**src/design/rpv_pkg.sv**
```systemverilog
// Shared types, constants and helper functions of the ring polygon vertex generator.
`timescale 1ns / 1ps

package rpv_pkg;

    // Limits and field widths
    localparam int MAX_CORNERS   = 64;
    localparam int CNT_W         = 7;
    localparam int IDX_W         = 6;
    localparam int COORD_W       = 16;
    localparam int QUAD_W        = 7;
    localparam int RAD_W         = 15;
    localparam int CFG_IDX_W     = 2;
    localparam int STEP_W        = 4;

    // Datapath widths
    localparam int R2_W          = 18;
    localparam int TRIG_W        = 33;
    localparam int PROD_W        = R2_W + TRIG_W;
    localparam int NUM_W         = 40;
    localparam int DIGIT_W       = 4;
    localparam int DIV_DIGITS    = NUM_W / DIGIT_W;
    localparam int ANGLE_W       = 31;
    localparam int CORDIC_STEPS  = 16;
    localparam int ROUND_SHIFT   = 31;

    localparam logic [CNT_W-1:0]         MIN_CORNERS    = 7'd3;
    localparam logic [CNT_W-1:0]         CORNER_STEP    = 7'd4;
    localparam logic [ANGLE_W-1:0]       HALF_PI_Q30    = 31'd1686629713;
    localparam logic signed [TRIG_W-1:0] CORDIC_GAIN    = 33'sd652032874;
    localparam logic [RAD_W-1:0]         RADIUS_RESET   = 15'd2048;
    localparam logic [RAD_W-1:0]         THICK_RESET    = 15'd410;
    localparam logic signed [COORD_W-1:0] COORD_MAX     = 16'sh7FFF;
    localparam logic signed [COORD_W-1:0] COORD_MIN     = 16'sh8000;

    // Configuration register indexes
    typedef enum logic [CFG_IDX_W-1:0] {
        REG_RADIUS    = 2'd0,
        REG_THICKNESS = 2'd1
    } t_reg_idx;

    // Controller states
    typedef enum logic [2:0] {
        ST_IDLE,
        ST_REDUCE,
        ST_MULT,
        ST_DIVIDE,
        ST_ROTATE,
        ST_SCALE,
        ST_EMIT
    } t_state;

    // Controller to datapath commands
    typedef struct packed {
        logic              idle;
        logic              load;
        logic              rem_sub;
        logic              num_load;
        logic              div_step;
        logic              rot_step;
        logic              rot_first;
        logic [STEP_W-1:0] step_idx;
        logic              mul_en;
        logic              out_load;
        logic              next_corner;
    } t_cmd;

    // Datapath to controller status
    typedef struct packed {
        logic req_accept;
        logic req_short;
        logic rem_ge_n;
        logic last;
        logic out_free;
    } t_status;

    // Arctangent table, Q2.30 radians
    function automatic logic signed [TRIG_W-1:0] atan_q30(input logic [STEP_W-1:0] k);
        logic signed [TRIG_W-1:0] v;
        unique case (k)
            4'd0:    v = 33'sh03243F6A8;
            4'd1:    v = 33'sh01DAC6705;
            4'd2:    v = 33'sh00FADBAFC;
            4'd3:    v = 33'sh007F56EA6;
            4'd4:    v = 33'sh003FEAB76;
            4'd5:    v = 33'sh001FFD55B;
            4'd6:    v = 33'sh000FFFAAA;
            4'd7:    v = 33'sh0007FFF55;
            4'd8:    v = 33'sh0003FFFEA;
            4'd9:    v = 33'sh0001FFFFD;
            4'd10:   v = 33'sh0000FFFFF;
            4'd11:   v = 33'sh00007FFFF;
            4'd12:   v = 33'sh00003FFFF;
            4'd13:   v = 33'sh00001FFFF;
            4'd14:   v = 33'sh00000FFFF;
            default: v = 33'sh000007FFF;
        endcase
        return v;
    endfunction

endpackage

```
**src/design/rpv_ctrl.sv**
```systemverilog
// Controller state machine: sequences reduction, division, rotation, scaling and emit per corner.
`timescale 1ns / 1ps

module rpv_ctrl (
    input  logic            i_clk,
    input  logic            i_rst_n,
    input  rpv_pkg::t_status i_status,
    output rpv_pkg::t_cmd    o_cmd
);

    rpv_pkg::t_state                 r_state, n_state;
    logic [rpv_pkg::STEP_W-1:0]      r_cnt, n_cnt;

    // State and step counter
    always_ff @(posedge i_clk) begin
        if (!i_rst_n) begin
            r_state <= rpv_pkg::ST_IDLE;
            r_cnt   <= '0;
        end else begin
            r_state <= n_state;
            r_cnt   <= n_cnt;
        end
    end

    // Next state and commands
    always_comb begin
        n_state          = r_state;
        n_cnt            = r_cnt;
        o_cmd            = '0;
        o_cmd.step_idx   = r_cnt;
        unique case (r_state)
            rpv_pkg::ST_IDLE: begin
                o_cmd.idle = 1'b1;
                if (i_status.req_accept && !i_status.req_short) begin
                    o_cmd.load = 1'b1;
                    n_state    = rpv_pkg::ST_MULT;
                end
            end
            rpv_pkg::ST_REDUCE: begin
                // Subtract n until the remainder drops below n
                if (i_status.rem_ge_n) begin
                    o_cmd.rem_sub = 1'b1;
                end else begin
                    n_state = rpv_pkg::ST_MULT;
                end
            end
            rpv_pkg::ST_MULT: begin
                o_cmd.num_load = 1'b1;
                n_cnt          = '0;
                n_state        = rpv_pkg::ST_DIVIDE;
            end
            rpv_pkg::ST_DIVIDE: begin
                o_cmd.div_step = 1'b1;
                if (r_cnt == rpv_pkg::STEP_W'(rpv_pkg::DIV_DIGITS - 1)) begin
                    n_cnt   = '0;
                    n_state = rpv_pkg::ST_ROTATE;
                end else begin
                    n_cnt = r_cnt + 1'b1;
                end
            end
            rpv_pkg::ST_ROTATE: begin
                o_cmd.rot_step  = 1'b1;
                o_cmd.rot_first = (r_cnt == '0);
                if (r_cnt == rpv_pkg::STEP_W'(rpv_pkg::CORDIC_STEPS - 1)) begin
                    n_cnt   = '0;
                    n_state = rpv_pkg::ST_SCALE;
                end else begin
                    n_cnt = r_cnt + 1'b1;
                end
            end
            rpv_pkg::ST_SCALE: begin
                // Four products, then a final step that rounds the last
                o_cmd.mul_en = (r_cnt != rpv_pkg::STEP_W'(4));
                if (r_cnt == rpv_pkg::STEP_W'(4)) begin
                    n_cnt   = '0;
                    n_state = rpv_pkg::ST_EMIT;
                end else begin
                    n_cnt = r_cnt + 1'b1;
                end
            end
            rpv_pkg::ST_EMIT: begin
                if (i_status.out_free) begin
                    o_cmd.out_load = 1'b1;
                    if (i_status.last) begin
                        n_state = rpv_pkg::ST_IDLE;
                    end else begin
                        o_cmd.next_corner = 1'b1;
                        n_state           = rpv_pkg::ST_REDUCE;
                    end
                end
            end
            default: begin
                n_state = rpv_pkg::ST_IDLE;
            end
        endcase
    end

endmodule

```
**config.mk**
```make
export PLATFORM = sky130hd
export DESIGN_NAME = rpv_ctrl
export DESIGN_NICKNAME = d
export VERILOG_FILES = /design/src/design/rpv_pkg.sv /design/src/design/rpv_ctrl.sv
export SDC_FILE = /design/constraint.sdc
export NUM_CORES = 1
export LEC_CHECK = 0
export ABC_CLOCK_PERIOD_IN_PS = 5400
export BUFFER_PORTS_ARGS = -buffer_cell sky130_fd_sc_hd__buf_2
export CORE_MARGIN = 1
export CORE_UTILIZATION = 40
export CTS_BUF_LIST = sky130_fd_sc_hd__clkbuf_8
export CTS_CLUSTER_SIZE = 30
export DETAILED_ROUTE_END_ITERATION = 6
export GPL_ROUTABILITY_DRIVEN = 0
export PLACE_DENSITY = 0.63
export SLEW_MARGIN = 20
export SYNTH_ARGS = -nofsm -noshare
export SYNTH_HDL_FRONTEND = slang
export SYNTH_SLANG_ARGS = --single-unit
```
**constraint.sdc**
```tcl
create_clock -name i_clk -period 5.4 [get_ports i_clk]
set_input_delay 0.54 -clock i_clk [delete_from_list [all_inputs] [get_ports i_clk]]
set_output_delay 0.54 -clock i_clk [all_outputs]
set_load 0.005 [all_outputs]
```
== Yosys cells after proc, flatten, opt, wreduce, memory -nomap -nowiden ==
Cells that the tools add are included.

* Register bits after elaboration: 7
* Bits of input ports: 7

* Add/subtract/negate cells: 1
* Eq/ne operators: 16
* Muxes and demuxes: 23
* Reduce and logical (&&, ||, !) cells: 6

{| class="wikitable"
|+ Operators by type and width
! operator !! count
|-
| $pmux 3 s7 || 1
|-
| $mux 3 || 6
|-
| $pmux 4 s4 || 1
|-
| $mux 4 || 3
|-
| $ne 2x2->1 const B || 6
|-
| $eq 3x3->1 const B || 3
|-
| $eq 4x4->1 const B || 2
|-
| $mux 1 || 8
|-
| $mux 2 || 4
|-
| $eq 3x2->1 const B || 2
|-
| $reduce_and 6->1 || 1
|-
| $add 4x1->4 const B || 1
|-
| $eq 4x3->1 const B || 1
|-
| $logic_not 4->1 || 1
|-
| $ne 4x3->1 const B || 1
|-
| $reduce_bool 4->1 || 1
|-
| $eq 3x1->1 const B || 1
|-
| $logic_not 3->1 || 1
|-
| $logic_and 1x1->1 || 1
|-
| $logic_not 1->1 || 1
|}

== Depth between registers and ports, before layout ==
Gate-level depths: netlist (run 1).

* Depth after elaboration: 4
* Depth in mapped cells: 7
* Depth with buffers taken out: 6

== Worst setup path before layout (run 1) ==
Ideal clock, no wire load.

* Kind: reg2reg
* From: register r_state[2]
* To: register r_cnt[3] (netlist name)
* Library setup time: 0.070 ns
* Arrival time: 1.756 ns
* Data required time: 5.330 ns
* Path slack: 3.574 ns
* Stages on the path, launching flop included: 8
* Path buffers: 1
* Period minus slack after synthesis: 1.826 ns
* Cells stage by stage: dfxtp_1 > buf_2 > inv_1 > ha_1 > inv_1 > or3_1 > a221o_1 > a21oi_1

* Longest elaborated chain between the ends: 2

{| class="wikitable"
|+ Ends and longest elaborated chain
! element !! RTL line !! text
|-
| start, declared || rpv_ctrl.sv:11 || <nowiki>rpv_pkg::t_state r_state, n_state;</nowiki>
|-
| start signal, assigned || rpv_ctrl.sv:17 || <nowiki>r_state <= rpv_pkg::ST_IDLE;</nowiki>
|-
| start signal, assigned || rpv_ctrl.sv:20 || <nowiki>r_state <= n_state;</nowiki>
|-
| $eq 3x3->1 / $eq 3x2->1 (equally long branches) || rpv_ctrl.sv:31 || <nowiki>unique case (r_state)</nowiki>
|-
| $pmux 4 s4 / $reduce_bool 4->1 (equally long branches) || -- ||
|-
| end signal, assigned || rpv_ctrl.sv:21 || <nowiki>r_cnt <= n_cnt;</nowiki>
|-
| end, declared || rpv_ctrl.sv:12 || <nowiki>logic [rpv_pkg::STEP_W-1:0] r_cnt, n_cnt;</nowiki>
|}

Parallel ways exist; a longest one is shown, timed or not.
A chain may end at the register's enable or synchronous reset.

==> flow_summary_export.csv, run 1 <==
group,metric,value,unit
run_status,outcome,"completed",
floorplan,coreArea,0.001366,mm²
final_layout,drive_gt1_frac,0.2979,
yosys,synth_cells,74,
setup_path,path_max_fanout,13,
drt,drt_iter0_drc,17,
yosys,yosysTopAreaCellShare,0.2263,
yosys,yosysWarningCount,0,
drt,num_vias,618,
clock_tree,numCtsBuffers,3,
global_routing,antenna_found_initial,0,
yosys,synth_nets,86,
setup_path,cp-startpoint,"r_state[2]",
yosys,synth_top_family_by_area,"simple AND/OR/NAND/NOR gates",
clock_tree,clockBufferDepth,2,
yosys,synth_cell_types,34,
yosys,synth-simple-area-share,0.3354,
clock_tree,clock_latency,0.23,ns
power_and_ir_drop,ir_drop,0.2753,mV
power_and_ir_drop,leakage,0.3549,nW
floorplan,die_h,41.35,µm
clock_tree,post_cts_buffers,0,
power_and_ir_drop,switching_share,0.3880,
final_layout,final_core_util,0.5549,
timing,final_hold_viol_count,0,
power_and_ir_drop,power.density,336.4,mW/mm²
final_layout,nNetsFinal,107,
drt,via_per_inst,5.670,
power_and_ir_drop,clkPwrFrac,0.280,
min_path,min_from,"r_cnt[3]",
yosys,synth_xor_area_frac,0,
floorplan,rows,13,
timing,clock.fmax,454.6,MHz
power_and_ir_drop,p_int,0.0001561,W
setup_path,end_kind,"output pin",
final_layout,mostFrequentLayoutCell,"buf_2",
yosys,synthAdderAreaFrac,0.1010,
min_path,hp-class,"flip-flop to flip-flop",
global_routing,grt-ovfl-total,0,
global_routing,grt_max_degree,14,
timing,slew_violations,0,
timing,fin_setup_tns,0,ns
floorplan,die-area,0.001710,mm²
timing,period_needed,2.200,ns
setup_path,critPathArrivalTime,1.66,ns
clock_tree,cts_resized,0,
power_and_ir_drop,sequentialPowerShare,0.310,
yosys,synth_seq_cells,7,
floorplan,chipWidth,41.35,µm
setup_path,max_stage_delay,0.54,ns
clock_tree,htreeDepth,1,
clock_tree,cts_hold_buf,0,
clock_tree,cts_tree,"yes",
timing,finClkSkew,0.003469,ns
timing,rsz0062_at_grt,"false",
drt,wl_per_cell,12.50,µm
power_and_ir_drop,switchingPower,0.00009897,W
global_routing,grt_pass1_vias,528,
final_layout,area_growth,22.42,%
clock_tree,root_buffer,"clkbuf_8",
placement,port_buffers,20,
setup_path,r2r-start,"r_state[2]",
yosys,synth_area_per_cell,8.370,µm²
power_and_ir_drop,combinationalPowerShare,0.410,
drt,drcViolationCount,0,
global_routing,gr-usage-all-layers,0.2016,
yosys,synth_mux_area_frac,0.03232,
yosys,synth_compound_area_frac,0.2222,
timing,finalSetupViolCount,0,
setup_path,worstPathRequired,4.86,ns
timing,fin_crit_sh,0.4074,
setup_path,crit_type,"flip-flop to output pin",
drt,ant_nets,0,
timing,setup_ws,3.200,ns
setup_path,worst_setup_path_start_kind,"flip-flop",
yosys,netlist_area,619.3,µm²
yosys,yosys.area.top_type,"dfxtp_1",
placement,dp_hpwl,1.026,mm
final_layout,final_cell_mix,"buf_2, inv_1, dfxtp_1",
yosys,yosys-top-cells-area,"dfxtp_1, ha_1, inv_1, nor2b_1, a211oi_1",
clock_tree,clock-sinks,7,
drt,drt_wl_total,1.362,mm
setup_path,path_buf_inv,1,
placement,place_ws,3.391,ns
yosys,ys_seq_area_frac,0.2263,
floorplan,start_util,0.4533,
timing,relSlewSlack,0.7209,
clock_tree,path_clk_slew,0.04,ns
job,max_cap_viol_count,0,
drt,drt_first_pass_iters,4,
setup_path,cp_top_family,"simple AND/OR/NAND/NOR gates",
setup_path,crit_chain,"or3b_4 > nor4b_1 > buf_2",
power_and_ir_drop,total_power,0.0002551,W
floorplan,ios,21,
final_layout,antennaDiodeCount,0,
timing,worst_pin_slew,0.4187,ns
setup_path,cpMaxStageDelayCell,"dfxtp_1",
global_routing,grt_pass1_wl,2.214,mm
-- cell families after synthesis --
| group | count (synthesis) |
|---|---|
| fa+ha+maj | 5 |
| buf+inv | 11 |
| simple gates | 34 |
| flops | 7 |
| compound gates | 15 |
| mux | 2 |
-- state kept, by name (all words and copies together) (netlist names) --
signal and cells:
r_cnt 4, r_state 3
-- cell type report --
cell class                 instances  area [µm²]
clock inverter                     1       3.754
clock buffer                       3       41.29
tap                               15       18.77
timing repair buffer              20       100.1
inverter                           7       26.28
sequential                         7       140.1
fill                             134       608.1
multi-input combinational         56       427.9
-- Yosys cell counts --
master,n
a2111oi_2,1
a211oi_1,3
a21oi_1,1
a221o_1,1
a221oi_1,2
a31o_2,1
a31o_4,1
a32oi_2,1
and2b_1,1
and3_1,2
and3b_1,1
buf_1,1
buf_2,2
buf_6,1
dfxtp_1,7
ha_1,5
inv_1,7
mux2i_1,2
nand2_1,5
nand2b_1,1
nand3_1,3
nand3b_1,3
nand4_1,1
nand4b_1,1
nor2_1,4
nor2b_1,4
nor3_1,2
nor4b_1,1
nor4bb_1,1
o21a_1,2
o21ai_0,2
or3_1,2
or3b_1,1
or3b_4,1
-- per-stage QoR --
step                      std cells  hold slack [ns]  instance area [µm²]
after global routing            109           0.6081                758.2
after detailed placement        105           0.5693                713.2
final                           109           0.5754                758.2
after floorplan                  74           0.5318                619.3
after CTS                       109           0.5771                758.2
after global placement          105           0.5600                713.2
-- tightest hold or removal path: stages, from the launching register on --
cell     delay, ns
dfxtp_1       0.37
nand2_1       0.10
a21oi_1       0.05
-- power by group through the flow --
stage	clock, W	sequential (W)	combinational (W)
final	0.0000715	0.0000790	0.000105
after global routing	0.0000762	0.0000817	0.000115
after CTS	0.0000735	0.0000785	0.000103
after detailed placement	0	0.0000793	0.000102
after global placement	0	0.0000785	0.000102
after floorplan	0	0.0000640	0.0000942
-- layer usage --
layer,up-vias,track usage,routed length [µm]
met2,25,0.2969,600
li1,308,-,-
met3,2,0.07979,99
met5,-,0,0
met4,0,0.07258,15
met1,283,0.2637,647
-- worst paths after layout --
kind	end	slack (ns)	cells after the start
setup reg to reg	r_cnt[3]	3.37	6
hold / removal	r_cnt[3]	0.58	2
hold reg to reg	r_cnt[3]	0.58	2
setup / recovery	o_cmd[7]	3.20	3
(Power assumes the default switching activity.)
==> run 2: changes to the inputs <==
--- a/config.mk
+++ b/config.mk
@@ -5,7 +5,8 @@
 export SDC_FILE = /design/constraint.sdc
 export NUM_CORES = 1
 export LEC_CHECK = 0
-export ABC_CLOCK_PERIOD_IN_PS = 5400
+export ABC_AREA = 1
+export ABC_CLOCK_PERIOD_IN_PS = 1800
 export BUFFER_PORTS_ARGS = -buffer_cell sky130_fd_sc_hd__buf_2
 export CORE_MARGIN = 1
 export CORE_UTILIZATION = 40
@@ -13,7 +14,7 @@
 export CTS_CLUSTER_SIZE = 30
 export DETAILED_ROUTE_END_ITERATION = 6
 export GPL_ROUTABILITY_DRIVEN = 0
-export PLACE_DENSITY = 0.63
+export PLACE_DENSITY = 0.64
 export SLEW_MARGIN = 20
 export SYNTH_ARGS = -nofsm -noshare
 export SYNTH_HDL_FRONTEND = slang
==> constraint.sdc (replaced) <==
create_clock -name i_clk -period 1.8 [get_ports i_clk]
set_input_delay 0.18 -clock i_clk [delete_from_list [all_inputs] [get_ports i_clk]]
set_output_delay 0.18 -clock i_clk [all_outputs]
set_load 0.005 [all_outputs]
==> run 2 against run 1 <==
The flow now finishes with violations (DRC). Clock skew rose by 0.00061 ns. Global-route usage fell by 3.7 points. Count of clock-buffer cells in the layout did not move. Wire length rose by 2.3%. Hold slack got worse by 0.34 ns. Synthesized area rose by 12%. Critical path depth rose by 1. Worst setup slack got worse by 2.9 ns. First-iteration DRC count fell by 24%. Total power rose to 4.1 times the previous value. Register-to-register slack got worse by 3.0 ns. Synthesized cell count rose by 30%. Critical path type unchanged. Highest routed layer unchanged.
==> flow_summary_export.csv, run 2 <==
group,metric,value,unit
timing,finClkSkew,0.004078,ns
floorplan,chipWidth,43.71,µm
setup_path,critPathArrivalTime,1.36,ns
clock_tree,clockBufferDepth,2,
drt,ant_nets,0,
job,max_cap_viol_count,0,
final_layout,nNetsFinal,132,
yosys,synth_area_per_cell,7.247,µm²
final_layout,final_core_util,0.5401,
power_and_ir_drop,ir_drop,0.6395,mV
drt,drt_iter0_drc,13,
power_and_ir_drop,clkPwrFrac,0.210,
clock_tree,root_buffer,"clkbuf_8",
clock_tree,post_cts_buffers,0,
clock_tree,clock_latency,0.23,ns
drt,drt_wl_total,1.393,mm
power_and_ir_drop,power.density,1249,mW/mm²
yosys,synth_cells,96,
timing,period_needed,1.537,ns
global_routing,grt-ovfl-total,0,
clock_tree,numCtsBuffers,3,
power_and_ir_drop,leakage,0.4559,nW
floorplan,coreArea,0.001559,mm²
timing,setup_ws,0.2629,ns
clock_tree,htreeDepth,1,
timing,worst_pin_slew,0.4247,ns
yosys,yosys.area.top_type,"dfxtp_1",
setup_path,crit_type,"flip-flop to output pin",
timing,slew_violations,0,
setup_path,cpMaxStageDelayCell,"dfxtp_1",
drt,drcViolationCount,3,
placement,port_buffers,20,
timing,clock.fmax,650.6,MHz
min_path,min_from,"i_rst_n",
timing,rsz0062_at_grt,"false",
clock_tree,clock-sinks,7,
yosys,yosysTopAreaCellShare,0.2014,
yosys,yosysWarningCount,0,
clock_tree,cts_hold_buf,0,
setup_path,worst_setup_path_start_kind,"flip-flop",
final_layout,fin_area,842.1,µm²
yosys,ys_seq_area_frac,0.2014,
timing,relSlewSlack,0.7165,
setup_path,path_max_fanout,6,
setup_path,max_stage_delay,0.47,ns
final_layout,drive_gt1_frac,0.3782,
drt,drt_first_pass_iters,6,
floorplan,die_h,43.71,µm
run_status,outcome,"finished, violations left",
global_routing,grt_pass1_vias,572,
power_and_ir_drop,sequentialPowerShare,0.226,
setup_path,crit_chain,"buf_4 > nand2_4 > nor2_1 > buf_2",
final_layout,antennaDiodeCount,0,
clock_tree,cts_resized,0,
final_layout,final_cell_mix,"buf_2, nand2_1, inv_1",
yosys,synth_seq_cells,7,
floorplan,ios,21,
floorplan,start_util,0.4462,
timing,fin_crit_sh,0.8540,
run_status,violations,"DRC",
yosys,netlist_area,695.7,µm²
final_layout,top_regs,"r_cnt: 4 flops, r_state: 3 flops",
timing,finalSetupViolCount,0,
floorplan,die-area,0.001910,mm²
global_routing,antenna_found_initial,0,
power_and_ir_drop,total_power,0.001052,W
power_and_ir_drop,combinationalPowerShare,0.564,
setup_path,cp_top_family,"flip-flops",
drt,via_per_inst,4.859,
yosys,ys_top_cells_by_count,"nand2_1, inv_1, nor2_1",
placement,dpl_cell_area,797.0,µm²
yosys,synth_nets,108,
clock_tree,cts_tree,"yes",
power_and_ir_drop,switchingPower,0.0004879,W
final_layout,area_growth,21.04,%
power_and_ir_drop,p_int,0.0005639,W
global_routing,grt_pass1_wl,2.311,mm
global_routing,grt_max_degree,9,
power_and_ir_drop,switching_share,0.4639,
setup_path,worstPathRequired,1.62,ns
yosys,ys.flop_type,"dfxtp_1",
floorplan,rows,14,
global_routing,gr-usage-all-layers,0.1642,
drt,wl_per_cell,10.32,µm
setup_path,cp-startpoint,"r_state[2]",
drt,num_vias,656,
yosys,synth_edf_count,0,
yosys,yosys-top-cells-area,"dfxtp_1, ha_1, nand2_1, inv_1, nand2_4",
timing,fin_setup_tns,0,ns
setup_path,r2r-start,"r_state[2]",
final_layout,mostFrequentLayoutCell,"buf_2",
setup_path,path_buf_inv,2,
clock_tree,path_clk_slew,0.04,ns
yosys,synth.most_common_cell,"nand2_1",
placement,place_ws,0.3926,ns
timing,final_hold_viol_count,0,
min_path,hp-class,"primary input to flip-flop",
yosys,synth_cell_types,22,
placement,dp_hpwl,1.145,mm
yosys,async_flop_share,0,
final_layout,n_fill_cell,155,
final_layout,largest_register_ffs,4,
final_layout,top_register,"r_cnt",
setup_path,end_kind,"output pin",
==> run 2: cell types whose count changed in the layout (fill, tap and decap cells not counted), sizes merged, moves of 3 or more <==
cell	change
nor2b	-4
inv	+8
a211oi	-3
nand2	+14
a21oi	+6
nor2	+16
nand3	+9
nand3b	-3
==> run 2: metrics by stage <==
stage / hold WS, ns / cells
after floorplan: 0.3027 / 96
after global placement: 0.4747 / 131
after detailed placement: 0.4684 / 131
after CTS: 0.2353 / 135
after global routing: 0.2438 / 135
final: 0.2314 / 135
==> run 2: worst register-to-register path, delay by kind of cell (launching register included) <==
family	cells	cell delay, ns
flip-flops	1	0.47
AND/OR/NAND/NOR	2	0.24
adder cells (fa/ha/maj)	1	0.33
buffers and inverters	2	0.18
AO/OA/AOI/OAI	1	0.14
==> run 2: per-layer routing <==
layer | global-route usage | vias to the layer above | part of all wire
li1 | - | 349 | -
met1 | 0.1832 | 282 | 0.43
met2 | 0.2925 | 23 | 0.49
met3 | 0.05000 | 2 | 0.068
met4 | 0.05625 | 0 | 0.0093
met5 | 0 | - | 0
==> run 2: area by class of cell <==
class,count,area (µm²),area share
Clock inverter,1,3.754,0.004458
Timing Repair Buffer,22,115.1,0.1367
Tap cell,16,20.02,0.02377
Clock buffer,3,41.29,0.04903
Inverter,15,63.81,0.07578
Multi-Input combinational cell,71,457.9,0.5438
Sequential cell,7,140.1,0.1664
==> run 2: logic make-up after synthesis <==
family | after synthesis | share of synthesized area
XOR/XNOR | 1 | 0.01259
flip-flops | 7 | 0.2014
adder cells (fa/ha/maj) | 5 | 0.08993
buffers and inverters | 18 | 0.1403
AND/OR/NAND/NOR | 56 | 0.4910
AO/OA/AOI/OAI | 9 | 0.06473
==> run 2: power by group through the flow <==
stage	clock, W	combinational (W)	sequential [W]
6_report	0.000221	0.000593	0.000238
3_5_place_dp	0	0.000598	0.000242
4_1_cts	0.000224	0.000601	0.000239
2_1_floorplan	0	0.000538	0.000198
3_3_place_gp	0	0.000596	0.000241
5_1_grt	0.000233	0.000668	0.000243
==> run 2: worst paths after layout <==
path         slack [ns]       end  depth (start not counted)
max                0.26  o_cmd[8]                          4
min reg2reg        0.54  r_cnt[3]                          2
min                0.23  r_cnt[2]                          3
max reg2reg        0.38  r_cnt[1]                          6
