--- src/design/rpv_pkg.sv ---
// Shared types, constants and helper functions of the ring polygon vertex generator.
`timescale 1ns / 1ps

package rpv_pkg;

    // Limits and field widths
    localparam int MAX_CORNERS   = 64;
    localparam int CNT_W         = 7;
    localparam int IDX_W         = 6;
    localparam int COORD_W       = 16;
    localparam int QUAD_W        = 7;
    localparam int RAD_W         = 15;
    localparam int CFG_IDX_W     = 2;
    localparam int STEP_W        = 4;

    // Datapath widths
    localparam int R2_W          = 18;
    localparam int TRIG_W        = 33;
    localparam int PROD_W        = R2_W + TRIG_W;
    localparam int NUM_W         = 40;
    localparam int DIGIT_W       = 4;
    localparam int DIV_DIGITS    = NUM_W / DIGIT_W;
    localparam int ANGLE_W       = 31;
    localparam int CORDIC_STEPS  = 16;
    localparam int ROUND_SHIFT   = 31;

    localparam logic [CNT_W-1:0]         MIN_CORNERS    = 7'd3;
    localparam logic [CNT_W-1:0]         CORNER_STEP    = 7'd4;
    localparam logic [ANGLE_W-1:0]       HALF_PI_Q30    = 31'd1686629713;
    localparam logic signed [TRIG_W-1:0] CORDIC_GAIN    = 33'sd652032874;
    localparam logic [RAD_W-1:0]         RADIUS_RESET   = 15'd2048;
    localparam logic [RAD_W-1:0]         THICK_RESET    = 15'd410;
    localparam logic signed [COORD_W-1:0] COORD_MAX     = 16'sh7FFF;
    localparam logic signed [COORD_W-1:0] COORD_MIN     = 16'sh8000;

    // Configuration register indexes
    typedef enum logic [CFG_IDX_W-1:0] {
        REG_RADIUS    = 2'd0,
        REG_THICKNESS = 2'd1
    } t_reg_idx;

    // Controller states
    typedef enum logic [2:0] {
        ST_IDLE,
        ST_REDUCE,
        ST_MULT,
        ST_DIVIDE,
        ST_ROTATE,
        ST_SCALE,
        ST_EMIT
    } t_state;

    // Controller to datapath commands
    typedef struct packed {
        logic              idle;
        logic              load;
        logic              rem_sub;
        logic              num_load;
        logic              div_step;
        logic              rot_step;
        logic              rot_first;
        logic [STEP_W-1:0] step_idx;
        logic              mul_en;
        logic              out_load;
        logic              next_corner;
    } t_cmd;

    // Datapath to controller status
    typedef struct packed {
        logic req_accept;
        logic req_short;
        logic rem_ge_n;
        logic last;
        logic out_free;
    } t_status;

    // Arctangent table, Q2.30 radians
    function automatic logic signed [TRIG_W-1:0] atan_q30(input logic [STEP_W-1:0] k);
        logic signed [TRIG_W-1:0] v;
        unique case (k)
            4'd0:    v = 33'sh03243F6A8;
            4'd1:    v = 33'sh01DAC6705;
            4'd2:    v = 33'sh00FADBAFC;
            4'd3:    v = 33'sh007F56EA6;
            4'd4:    v = 33'sh003FEAB76;
            4'd5:    v = 33'sh001FFD55B;
            4'd6:    v = 33'sh000FFFAAA;
            4'd7:    v = 33'sh0007FFF55;
            4'd8:    v = 33'sh0003FFFEA;
            4'd9:    v = 33'sh0001FFFFD;
            4'd10:   v = 33'sh0000FFFFF;
            4'd11:   v = 33'sh00007FFFF;
            4'd12:   v = 33'sh00003FFFF;
            4'd13:   v = 33'sh00001FFFF;
            4'd14:   v = 33'sh00000FFFF;
            default: v = 33'sh000007FFF;
        endcase
        return v;
    endfunction

endpackage

--- src/design/rpv_if.sv ---
// Request, result and configuration channel interfaces of the ring polygon vertex generator.
`timescale 1ns / 1ps

interface rpv_req_if;
    logic                      valid;
    logic                      ready;
    logic [rpv_pkg::CNT_W-1:0] vert_count;

    modport source (output valid, output vert_count, input ready);
    modport sink   (input valid, input vert_count, output ready);
endinterface

interface rpv_rsp_if;
    logic                               valid;
    logic                               ready;
    logic signed [rpv_pkg::COORD_W-1:0] inner_x;
    logic signed [rpv_pkg::COORD_W-1:0] inner_y;
    logic signed [rpv_pkg::COORD_W-1:0] outer_x;
    logic signed [rpv_pkg::COORD_W-1:0] outer_y;
    logic [rpv_pkg::QUAD_W-1:0]         quad_a;
    logic [rpv_pkg::QUAD_W-1:0]         quad_b;
    logic [rpv_pkg::QUAD_W-1:0]         quad_c;
    logic [rpv_pkg::QUAD_W-1:0]         quad_d;
    logic                               last_corner;

    modport source (output valid, output inner_x, output inner_y, output outer_x,
                    output outer_y, output quad_a, output quad_b, output quad_c,
                    output quad_d, output last_corner, input ready);
    modport sink   (input valid, input inner_x, input inner_y, input outer_x,
                    input outer_y, input quad_a, input quad_b, input quad_c,
                    input quad_d, input last_corner, output ready);
endinterface

interface rpv_cfg_if;
    logic                          valid;
    logic                          ready;
    logic [rpv_pkg::CFG_IDX_W-1:0] index;
    logic [rpv_pkg::RAD_W-1:0]     data;

    modport source (output valid, output index, output data, input ready);
    modport sink   (input valid, input index, input data, output ready);
endinterface

--- src/design/rpv_dp.sv ---
// Datapath: configuration registers, angle division, CORDIC, radius scaling and result register.
`timescale 1ns / 1ps

module rpv_dp #(
    parameter int MAX_CORNERS = rpv_pkg::MAX_CORNERS
) (
    input  logic             i_clk,
    input  logic             i_rst_n,
    input  rpv_pkg::t_cmd    i_cmd,
    output rpv_pkg::t_status o_status,
    rpv_req_if.sink          req,
    rpv_rsp_if.source        rsp,
    rpv_cfg_if.sink          cfg
);

    localparam logic [rpv_pkg::CNT_W-1:0] N_LIMIT = rpv_pkg::CNT_W'(MAX_CORNERS);
    localparam int NW = rpv_pkg::NUM_W;
    localparam int TW = rpv_pkg::TRIG_W;

    logic [rpv_pkg::RAD_W-1:0]        r_radius;
    logic [rpv_pkg::RAD_W-1:0]        r_thick;
    logic [rpv_pkg::CNT_W-1:0]        r_n;
    logic [rpv_pkg::IDX_W-1:0]        r_i;
    logic [rpv_pkg::CNT_W-1:0]        r_rem;
    logic [1:0]                       r_quad;
    logic [NW-1:0]                    r_num, n_num;
    logic [rpv_pkg::CNT_W-1:0]        r_drem, n_drem;
    logic signed [TW-1:0]             r_x, r_y, r_z;
    logic signed [rpv_pkg::PROD_W-1:0] r_prod;
    logic [1:0]                       r_prod_idx;
    logic                             r_prod_vld;
    logic signed [rpv_pkg::COORD_W-1:0] r_coord [4];
    logic                             r_out_vld;

    logic [rpv_pkg::CNT_W-1:0]        w_n_clamp;
    logic [rpv_pkg::IDX_W-1:0]        w_nx;
    logic                             w_last;
    logic signed [rpv_pkg::R2_W-1:0]  w_ri2, w_ro2, w_r2;
    logic signed [TW-1:0]             w_c, w_s, w_trig;
    logic signed [TW-1:0]             w_xi, w_yi, w_zi, w_dx, w_dy;
    logic signed [rpv_pkg::PROD_W-1:0] w_prod;

    // Configuration registers
    assign cfg.ready = 1'b1;
    always_ff @(posedge i_clk) begin
        if (!i_rst_n) begin
            r_radius <= rpv_pkg::RADIUS_RESET;
            r_thick  <= rpv_pkg::THICK_RESET;
        end else if (cfg.valid && cfg.ready) begin
            unique case (cfg.index)
                rpv_pkg::REG_RADIUS:    r_radius <= cfg.data;
                rpv_pkg::REG_THICKNESS: r_thick  <= cfg.data;
                default: begin
                end
            endcase
        end
    end

    // Request intake and status
    assign req.ready = i_cmd.idle;
    assign w_n_clamp = (req.vert_count > N_LIMIT) ? N_LIMIT : req.vert_count;
    assign w_last    = ({1'b0, r_i} == (r_n - 1'b1));
    assign w_nx      = w_last ? '0 : (r_i + 1'b1);

    assign o_status.req_accept = req.valid && req.ready;
    assign o_status.req_short  = (req.vert_count < rpv_pkg::MIN_CORNERS);
    assign o_status.rem_ge_n   = (r_rem >= r_n);
    assign o_status.last       = w_last;
    assign o_status.out_free   = !r_out_vld || rsp.ready;

    // Corner counter, remainder of 4i by n, and quadrant
    always_ff @(posedge i_clk) begin
        if (!i_rst_n) begin
            r_n    <= rpv_pkg::MIN_CORNERS;
            r_i    <= '0;
            r_rem  <= '0;
            r_quad <= '0;
        end else if (i_cmd.load) begin
            r_n    <= w_n_clamp;
            r_i    <= '0;
            r_rem  <= '0;
            r_quad <= '0;
        end else if (i_cmd.rem_sub) begin
            r_rem  <= r_rem - r_n;
            r_quad <= r_quad + 1'b1;
        end else if (i_cmd.next_corner) begin
            r_i    <= r_i + 1'b1;
            r_rem  <= r_rem + rpv_pkg::CORNER_STEP;
        end
    end

    // Divide one 4-bit digit of the numerator by n
    always_comb begin
        logic [rpv_pkg::CNT_W:0]    part;
        logic [rpv_pkg::DIGIT_W-1:0] qd;
        part = {1'b0, r_drem};
        qd   = '0;
        for (int j = rpv_pkg::DIGIT_W - 1; j >= 0; j--) begin
            part = {part[rpv_pkg::CNT_W-1:0], r_num[NW - rpv_pkg::DIGIT_W + j]};
            if (part >= {1'b0, r_n}) begin
                part  = part - {1'b0, r_n};
                qd[j] = 1'b1;
            end
        end
        n_num  = {r_num[NW-rpv_pkg::DIGIT_W-1:0], qd};
        n_drem = part[rpv_pkg::CNT_W-1:0];
    end

    // Numerator load, then long division in place: quotient shifts in from the bottom
    always_ff @(posedge i_clk) begin
        if (i_cmd.num_load) begin
            r_num  <= NW'(r_rem) * NW'(rpv_pkg::HALF_PI_Q30) + NW'(r_n[rpv_pkg::CNT_W-1:1]);
            r_drem <= '0;
        end else if (i_cmd.div_step) begin
            r_num  <= n_num;
            r_drem <= n_drem;
        end
    end

    // CORDIC rotation, one step a cycle
    assign w_xi = i_cmd.rot_first ? rpv_pkg::CORDIC_GAIN : r_x;
    assign w_yi = i_cmd.rot_first ? '0 : r_y;
    assign w_zi = i_cmd.rot_first ? $signed({2'b00, r_num[rpv_pkg::ANGLE_W-1:0]}) : r_z;
    assign w_dx = w_yi >>> i_cmd.step_idx;
    assign w_dy = w_xi >>> i_cmd.step_idx;

    always_ff @(posedge i_clk) begin
        if (i_cmd.rot_step) begin
            if (!w_zi[TW-1]) begin
                r_x <= w_xi - w_dx;
                r_y <= w_yi + w_dy;
                r_z <= w_zi - rpv_pkg::atan_q30(i_cmd.step_idx);
            end else begin
                r_x <= w_xi + w_dx;
                r_y <= w_yi - w_dy;
                r_z <= w_zi + rpv_pkg::atan_q30(i_cmd.step_idx);
            end
        end
    end

    // Map the first-quadrant result to the corner's quadrant
    always_comb begin
        unique case (r_quad)
            2'd0: begin w_c = r_x;  w_s = r_y;  end
            2'd1: begin w_c = -r_y; w_s = r_x;  end
            2'd2: begin w_c = -r_x; w_s = -r_y; end
            default: begin w_c = r_y; w_s = -r_x; end
        endcase
    end

    // Doubled radii, exact in Q5.12
    assign w_ri2 = $signed({2'b00, r_radius, 1'b0}) - $signed({3'b000, r_thick});
    assign w_ro2 = $signed({2'b00, r_radius, 1'b0}) + $signed({3'b000, r_thick});

    // Scale: inner x, inner y, outer x, outer y through one shared multiplier
    assign w_r2   = i_cmd.step_idx[1] ? w_ro2 : w_ri2;
    assign w_trig = i_cmd.step_idx[0] ? w_s : w_c;
    assign w_prod = w_r2 * w_trig;

    localparam int PROD_W1 = rpv_pkg::PROD_W + 1;

    // Round half up by 2^31, then saturate to Q3.12
    function automatic logic signed [rpv_pkg::COORD_W-1:0] sat_q12(
        input logic signed [rpv_pkg::PROD_W-1:0] p
    );
        logic signed [rpv_pkg::PROD_W:0]                     sum;
        logic signed [rpv_pkg::PROD_W-rpv_pkg::ROUND_SHIFT:0] v;
        sum = $signed({p[rpv_pkg::PROD_W-1], p}) + (PROD_W1'(1) <<< (rpv_pkg::ROUND_SHIFT - 1));
        v   = sum[rpv_pkg::PROD_W:rpv_pkg::ROUND_SHIFT];
        if (v > $signed({{(rpv_pkg::PROD_W - rpv_pkg::ROUND_SHIFT - rpv_pkg::COORD_W + 1){1'b0}},
                         rpv_pkg::COORD_MAX})) begin
            return rpv_pkg::COORD_MAX;
        end else if (v < $signed({{(rpv_pkg::PROD_W - rpv_pkg::ROUND_SHIFT - rpv_pkg::COORD_W + 1){1'b1}},
                                  rpv_pkg::COORD_MIN})) begin
            return rpv_pkg::COORD_MIN;
        end
        return v[rpv_pkg::COORD_W-1:0];
    endfunction

    // Product register, then rounded coordinate store in the following cycle
    always_ff @(posedge i_clk) begin
        if (!i_rst_n) begin
            r_prod_vld <= 1'b0;
        end else begin
            r_prod_vld <= i_cmd.mul_en;
        end
    end

    always_ff @(posedge i_clk) begin
        if (i_cmd.mul_en) begin
            r_prod     <= w_prod;
            r_prod_idx <= i_cmd.step_idx[1:0];
        end
        if (r_prod_vld) begin
            r_coord[r_prod_idx] <= sat_q12(r_prod);
        end
    end

    // Result register: hold until the sink takes it
    always_ff @(posedge i_clk) begin
        if (!i_rst_n) begin
            r_out_vld <= 1'b0;
        end else if (i_cmd.out_load) begin
            r_out_vld <= 1'b1;
        end else if (rsp.ready) begin
            r_out_vld <= 1'b0;
        end
    end

    always_ff @(posedge i_clk) begin
        if (i_cmd.out_load) begin
            rsp.inner_x     <= r_coord[0];
            rsp.inner_y     <= r_coord[1];
            rsp.outer_x     <= r_coord[2];
            rsp.outer_y     <= r_coord[3];
            rsp.quad_a      <= {r_i, 1'b0};
            rsp.quad_b      <= {r_i, 1'b1};
            rsp.quad_c      <= {w_nx, 1'b1};
            rsp.quad_d      <= {w_nx, 1'b0};
            rsp.last_corner <= w_last;
        end
    end

    assign rsp.valid = r_out_vld;

endmodule

--- src/flat_wrapper.sv ---
// flat-port wrapper written by rule: the top's interface ports become plain ports
module rpv_dp_flat 
#(
    parameter int MAX_CORNERS = rpv_pkg::MAX_CORNERS
)
  (i_clk, i_rst_n, i_cmd, o_status, req_valid, req_vert_count, req_ready, rsp_valid, rsp_inner_x, rsp_inner_y, rsp_outer_x, rsp_outer_y, rsp_quad_a, rsp_quad_b, rsp_quad_c, rsp_quad_d, rsp_last_corner, rsp_ready, cfg_valid, cfg_index, cfg_data, cfg_ready);
  rpv_req_if req_i ();
  rpv_rsp_if rsp_i ();
  rpv_cfg_if cfg_i ();
  input  logic i_clk;
  input  logic i_rst_n;
  input  rpv_pkg::t_cmd i_cmd;
  output rpv_pkg::t_status o_status;
  input wire logic [$bits(req_i.valid)-1:0] req_valid;
  input wire logic [$bits(req_i.vert_count)-1:0] req_vert_count;
  output wire logic [$bits(req_i.ready)-1:0] req_ready;
  output wire logic [$bits(rsp_i.valid)-1:0] rsp_valid;
  output wire logic [$bits(rsp_i.inner_x)-1:0] rsp_inner_x;
  output wire logic [$bits(rsp_i.inner_y)-1:0] rsp_inner_y;
  output wire logic [$bits(rsp_i.outer_x)-1:0] rsp_outer_x;
  output wire logic [$bits(rsp_i.outer_y)-1:0] rsp_outer_y;
  output wire logic [$bits(rsp_i.quad_a)-1:0] rsp_quad_a;
  output wire logic [$bits(rsp_i.quad_b)-1:0] rsp_quad_b;
  output wire logic [$bits(rsp_i.quad_c)-1:0] rsp_quad_c;
  output wire logic [$bits(rsp_i.quad_d)-1:0] rsp_quad_d;
  output wire logic [$bits(rsp_i.last_corner)-1:0] rsp_last_corner;
  input wire logic [$bits(rsp_i.ready)-1:0] rsp_ready;
  input wire logic [$bits(cfg_i.valid)-1:0] cfg_valid;
  input wire logic [$bits(cfg_i.index)-1:0] cfg_index;
  input wire logic [$bits(cfg_i.data)-1:0] cfg_data;
  output wire logic [$bits(cfg_i.ready)-1:0] cfg_ready;
  assign req_i.valid = req_valid;
  assign req_i.vert_count = req_vert_count;
  assign req_ready = req_i.ready;
  assign rsp_valid = rsp_i.valid;
  assign rsp_inner_x = rsp_i.inner_x;
  assign rsp_inner_y = rsp_i.inner_y;
  assign rsp_outer_x = rsp_i.outer_x;
  assign rsp_outer_y = rsp_i.outer_y;
  assign rsp_quad_a = rsp_i.quad_a;
  assign rsp_quad_b = rsp_i.quad_b;
  assign rsp_quad_c = rsp_i.quad_c;
  assign rsp_quad_d = rsp_i.quad_d;
  assign rsp_last_corner = rsp_i.last_corner;
  assign rsp_i.ready = rsp_ready;
  assign cfg_i.valid = cfg_valid;
  assign cfg_i.index = cfg_index;
  assign cfg_i.data = cfg_data;
  assign cfg_ready = cfg_i.ready;
  rpv_dp #(.MAX_CORNERS(MAX_CORNERS)) u_core (.i_clk(i_clk), .i_rst_n(i_rst_n), .i_cmd(i_cmd), .o_status(o_status), .req(req_i), .rsp(rsp_i), .cfg(cfg_i));
endmodule
--- config.mk ---
export PLATFORM = sky130hd
export DESIGN_NAME = rpv_dp_flat
export DESIGN_NICKNAME = d
export VERILOG_FILES = /design/src/design/rpv_pkg.sv /design/src/design/rpv_if.sv /design/src/design/rpv_dp.sv /design/src/flat_wrapper.sv
export SDC_FILE = /design/constraint.sdc
export NUM_CORES = 2
export LEC_CHECK = 0
export BUFFER_PORTS_ARGS = -buffer_cell sky130_fd_sc_hd__buf_2
export CAP_MARGIN = 40
export CORE_UTILIZATION = 66
export DETAILED_ROUTE_END_ITERATION = 16
export MAX_ROUTING_LAYER = met4
export PLACE_DENSITY = 0.84
export SLEW_MARGIN = 15
export SYNTH_ARGS = -nofsm -noshare
export SYNTH_HDL_FRONTEND = slang
export SYNTH_SLANG_ARGS = --single-unit
export TNS_END_PERCENT = 5
--- constraint.sdc ---
create_clock -name i_clk -period 14.35 [get_ports i_clk]
set_input_delay 2.87 -clock i_clk [delete_from_list [all_inputs] [get_ports i_clk]]
set_output_delay 2.87 -clock i_clk [all_outputs]
set_load 0.1 [all_outputs]
---- Word-level counts from Yosys, hierarchy flattened ----
Memory sizes are Yosys's and may differ from the RTL's. A register that Yosys moved wholly into a read port is not among the register bits.
Index checks and enable logic that the tools add are counted.
storage, ports and cells
  register bits after elaboration ......... 266
  bits in writable memories ............... 64
  memory bits (read-only) ................. 960
  input port bits ......................... 43
  output and inout bits ................... 101
  logic and storage cells ................. 111
  memories kept ........................... 3
memory list
  name             depth  bits a word  read ports  clocked after memory_dff  write ports  line           RTL
  (no name shown)  16     30           1           0                         0            rpv_pkg.sv:80  unique case (k)
  (no name shown)  16     30           1           0                         0            rpv_pkg.sv:80
  u_core.r_coord   4      16           4           4                         1            rpv_dp.sv:32   logic signed [rpv_pkg::COORD_W-1:0] r_coord [4];
operators by class
  $add $sub $neg .......................... 21
  multipliers ............................. 2
  $lt $le $gt $ge ......................... 9
  equality and inequality tests ........... 4
  shifts and indexed selects .............. 2
  mux-type cells .......................... 38
  bitwise gates (word level) .............. 2
  reductions and logical operators ........ 12
operators with widths
  cell                                                           number
  2-to-1 mux 33 bit                                              11
  one-hot mux 33 bit (3 select lines)                            2
  adder 33 bit                                                   3
  subtractor 33 bit                                              3
  2-to-1 mux 40 bit                                              2
  negator 33 bit                                                 2
  >>> shifter 33 x 4 -> 33 bit                                   2
  2-to-1 mux 16 bit                                              4
  adder 51 x 32 -> 52 bit (second input constant)                1
  multiplier 18 x 33 -> 51 bit                                   1
  2-to-1 mux 7 bit                                               7
  adder 38 x 6 -> 39 bit                                         1
  multiplier 7 x 31 -> 38 bit (second input constant)            1
  subtractor 7 bit                                               5
  greater-or-equal comparator 8 x 7 -> 1 bit                     4
  > comparator 21 x 16 -> 1 bit (second input constant)          1
  less-than comparator 21 x 16 -> 1 bit (second input constant)  1
  2-to-1 mux 18 bit                                              1
  adder 16 x 15 -> 17 bit                                        1
  subtractor 16 x 15 -> 17 bit                                   1
  2-to-1 mux 1 bit                                               11
  adder 7 x 3 -> 7 bit (second input constant)                   1
  equality test 6 x 7 -> 1 bit                                   1
  greater-or-equal comparator 7 bit                              1
  other kinds (15)                                               22

---- Depth between registers and ports, before layout ----
  depth after elaboration ................. 10
  gate-level depth with buffers ........... 38
  gate-level depth less buffers ........... 36

---- Worst setup path after synthesis ----
Ideal clock, no wire load.
  kind .................................... input port to flip-flop
  from .................................... in i_cmd[4] (netlist name)
  to ...................................... reg u_core.r_prod[49] (netlist name) (data pin)
  library setup time ...................... 0.258 ns
  arrival ................................. 11.000 ns
  slack ................................... 3.092 ns
  cell stages on the path ................. 29
  cell sequence ........................... clkbuf_1 buf_2 buf_1 buf_1 clkbuf_1 buf_1 o21bai_1 xnor2_1 clkbuf_1 nand2_1 fa_1 inv_1 fa_1 fa_1 fa_1 fa_1 inv_1 fa_1 inv_1 ha_1 a21oi_1 o21bai_1 a21o_1 a21oi_1 o21ai_0 a21o_1 a221o_1 a21oi_1 xnor2_1
on the way
  cells in the longest elaborated chain, start to end .. 2
RTL lines
  element                       line                RTL
  from (decl)                   flat_wrapper.sv:12  input rpv_pkg::t_cmd i_cmd;
  2-to-1 mux 18 bit             rpv_dp.sv:156       assign w_r2 = i_cmd.step_idx[1] ? w_ro2 : w_ri2;
  multiplier 18 x 33 -> 51 bit  rpv_dp.sv:158       assign w_prod = w_r2 * w_trig;
  via u_core.w_prod (one bit)   rpv_dp.sv:41        logic signed [rpv_pkg::PROD_W-1:0] w_prod;
  to (signal assigned)          rpv_dp.sv:191       r_prod <= w_prod;
  to (decl)                     rpv_dp.sv:29        logic signed [rpv_pkg::PROD_W-1:0] r_prod;
The timed path passes the listed nets, and every way through them passes these cells.
A chain may end at the register's enable or synchronous reset.

---- Final worst setup path ----
  from .................................... in i_cmd[3] (netlist name)
  to ...................................... reg u_core.r_prod[50] (netlist name) (data pin)
on the way
  cells in the longest elaborated chain, start to end .. 2
RTL lines
  element                       line           RTL
  2-to-1 mux 33 bit             rpv_dp.sv:157  assign w_trig = i_cmd.step_idx[0] ? w_s : w_c;
  multiplier 18 x 33 -> 51 bit  rpv_dp.sv:158
  via u_core.w_prod (one bit)   rpv_dp.sv:41
The timed path passes the listed nets, and every way through them passes these cells.

==> summary.md <==
| Metric | Value |
|---|---|
| Status | finished clean |
| CTS sink cnt | 364 |
| Hold_sp | u_core.r_coord[2][14] |
| Multi-input logic area | 0.0388 mm2 |
| TritonCTS Buffers | 42 |
| DPL Wire Length | 111 mm |
| M2 GR Usage | 0.589 |
| Layout area overhead | 5.29% |
| Slew Limit Headroom | 0.369 |
| Hold depth | 0 |
| CP most frequent cell | fa_1 |
| Final antenna-violating net count | 0 |
| Die height | 287 um |
| Seq/Total Area, Yosys | 0.192 |
| Pin count of the biggest net entering global routing | 85 |
| CTS hold repair buffers | 0 |
| Setup repair after global routing missed its margin | false |
| Clock-pin slew on the worst setup and hold paths | 0.06 ns |
| R2R Setup Slk | 3.98 ns |
| Drt initial violations | 4523 |
| Setup_tns | 0 ns |
| CP startpoint | i_cmd[3] |
| FP Rows | 104 |
| Cts repair resizes | 0 |
| Max-Cap Viols | 0 |
| GRT Max-Usage Layer | met2 |
| Die ar. | 0.0824 mm2 |
| Crit start category | primary input |
| FFs w/ async S/R, synth | 0 |
| Worst Path Required | 14.74 ns |
| GPL Wtd Cong | 0.976 |
| Min-Delay Path Class | reg2reg |
| Hold path endpoint | rsp_outer_x[14] |
| Worst EP arrival | 11.16 ns |
| Simple-Gate Fraction of Synth Area | 0.153 |
| CTS tree | done |
| Mux cell area share after synthesis | 0.0445 |
| Ant diodes | 0 |
| Setup Buffers After CTS | 0 |
| Fin util | 0.702 |
| Highest Clock Rate | 92.9 MHz |
| I/O pins | 144 |
| Initial antenna violation count | 3 |
| Most frequent cells in the layout | 865 x inv_1, 619 x fa_1, 582 x nand2_1 |
| Met1 Track Usage GR | 0.481 |
| CP max FO | 68 |
| Slowest cell on the critical path | o221ai_1 |
| I/O Buffers | 138 |
| Die W | 287 um |
| Clk Latency, worst-skew pair | 0.60 ns |
| Clk root buf | clkbuf_16 |
| First-pass GRT wire length | 236 mm |
| Ys Warns | 0 |
| Syn_area_per_cell | 8.94 um2 |
| Worst R2R End | u_core.r_drem[0] |
| Commonest non-fill, non-tap cell in the layout | inv_1 |
| Pins over their slew limit | 0 |
| Routed len/inst | 20.7 um |
| Worst setup path category | in2reg |
| Adder-cell share of the synthesized area | 0.324 |
| Met3 Use GR | 0.0553 |
| H-tree depth | 2 |
| CP Capture Type | flop |
| Share of cells above drive strength 1 | 0.0837 |
| Fill cell count | 6017 |
| Clock Skew | 0.0407 ns |
| Period utilisation layout | 0.750 |
| Post-synth EDFFs | 303 |
| Tmin final | 10.77 ns |
| R2R Path Start | u_core.r_n[1] |
| DRC viols | 0 |
| Final nets | 7004 |
| Xor/xnor cell area share of the yosys netlist | 0.0565 |
| DR pass1 iterations | 8 |
| Synth Area in Compound Gates | 0.142 |
| Register bit count reported by yosys | 364 |
| Actual slew at the worst max-slew pin | 0.946 ns |
| Area occupied by registers | 0.0103 mm2 |
| Gr ovfl total | 0 |
| Worst reg-to-reg path cell count | 33 |
| Post-Route WL | 146 mm |
| Largest family of logic cells by synthesized area | adder cells |
| Final hold slack | 0.395 ns |
| Final hold vios | 0 |
| GRT Total Usage | 0.370 |
| Distinct cells, synth | 99 |
| Mapped Cells | 5999 |
| Final setup fails | 0 |
| Top FF cell, synth | edfxtp_1 |
| Vias in the first global route | 44400 |
| Core Box Area | 0.0804 mm2 |
| Vias | 44400 |
| Max incr delay on CP | 0.66 ns |
| Max clock buf depth | 3 |
| Cell Area, Synth | 0.0536 mm2 |
| Initial Utilization | 0.667 |
| Via density | 6.31 |
==> metrics by stage <==
step / cell area, um2 / worst slack [ns] / cells
3_5_place_dp: 55100 / 3.11 / 6953
4_1_cts: 56400 / 3.67 / 7031
3_3_place_gp: 54900 / 2.87 / 6938
2_1_floorplan: 53700 / 3.09 / 6002
6_report: 56500 / 3.58 / 7036
5_1_grt: 56500 / 3.02 / 7036
==> cells by family after synthesis <==
| group | count (synthesis) |
|---|---|
| xor gates and xnor gates | 346 |
| buffers and inverters | 1200 |
| DFF | 364 |
| other | 2 |
| AOI/OAI and AO/OA | 1145 |
| adders and majority gates | 1019 |
| and+or+nand+nor | 1730 |
| muxes | 193 |
==> worst max path at each step <==
stage / to
after global placement: u_core.r_prod[46]
after global routing: u_core.r_prod[50]
final: u_core.r_prod[50]
after floorplan: u_core.r_prod[49]
after CTS: u_core.r_prod[50]
after detailed placement: u_core.r_prod[50]
==> routing by layer <==
metal / up-vias / part of all wire
met5: - / 0
met4: 0 / 0.042
met3: 484 / 0.090
met2: 2223 / 0.47
met1: 21700 / 0.40
li1: 20000 / -
==> synth_stat cells, drive strengths merged, types with 118 or more instances <==
cell / number / area, um2
o21ai: 207 / 1040
clkbuf: 227 / 852
a21oi: 311 / 1560
nor3: 127 / 641
xnor2: 250 / 2190
inv: 870 / 3270
a21o: 121 / 908
edfxtp: 303 / 9100
ha: 400 / 5000
fa: 619 / 12400
nand2: 583 / 2190
nor2: 446 / 1670
nor2b: 118 / 738
==> state kept, by name, indices dropped and copies added (netlist names), 2 cells and up <==
register	flops
u_core.r_y	33
u_core.rsp.quad_a	6
u_core.r_drem	7
u_core.rsp.quad_c	6
u_core.r_coord	64
u_core.r_i	6
rsp_outer_y	16
u_core.r_num	40
u_core.r_thick	15
u_core.r_x	33
u_core.r_prod	21
u_core.r_z	33
rsp_inner_y	16
rsp_inner_x	16
u_core.r_rem	7
u_core.r_n	7
u_core.r_prod_idx	2
rsp_outer_x	16
u_core.r_radius	15
u_core.r_quad	2
==> critical path, delay by kind of cell <==
kind / cells / cell delay (ns)
simple gates: 5 / 0.86
buf+inv: 8 / 1.15
fa+ha+maj: 7 / 3.36
compound gates: 10 / 2.81
==> layout make-up <==
cell class	count	area share
clock buffers	56	0.0201
clock inverters	22	0.00290
inverters	871	0.0579
multi-input cells	4438	0.687
flip-flops and latches	364	0.183
well taps	1060	0.0235
repair buffers	225	0.0261
Power is left out: the tool's default activity adds up to more than one toggle a clock period on the data nets, which glitch-free logic cannot reach.
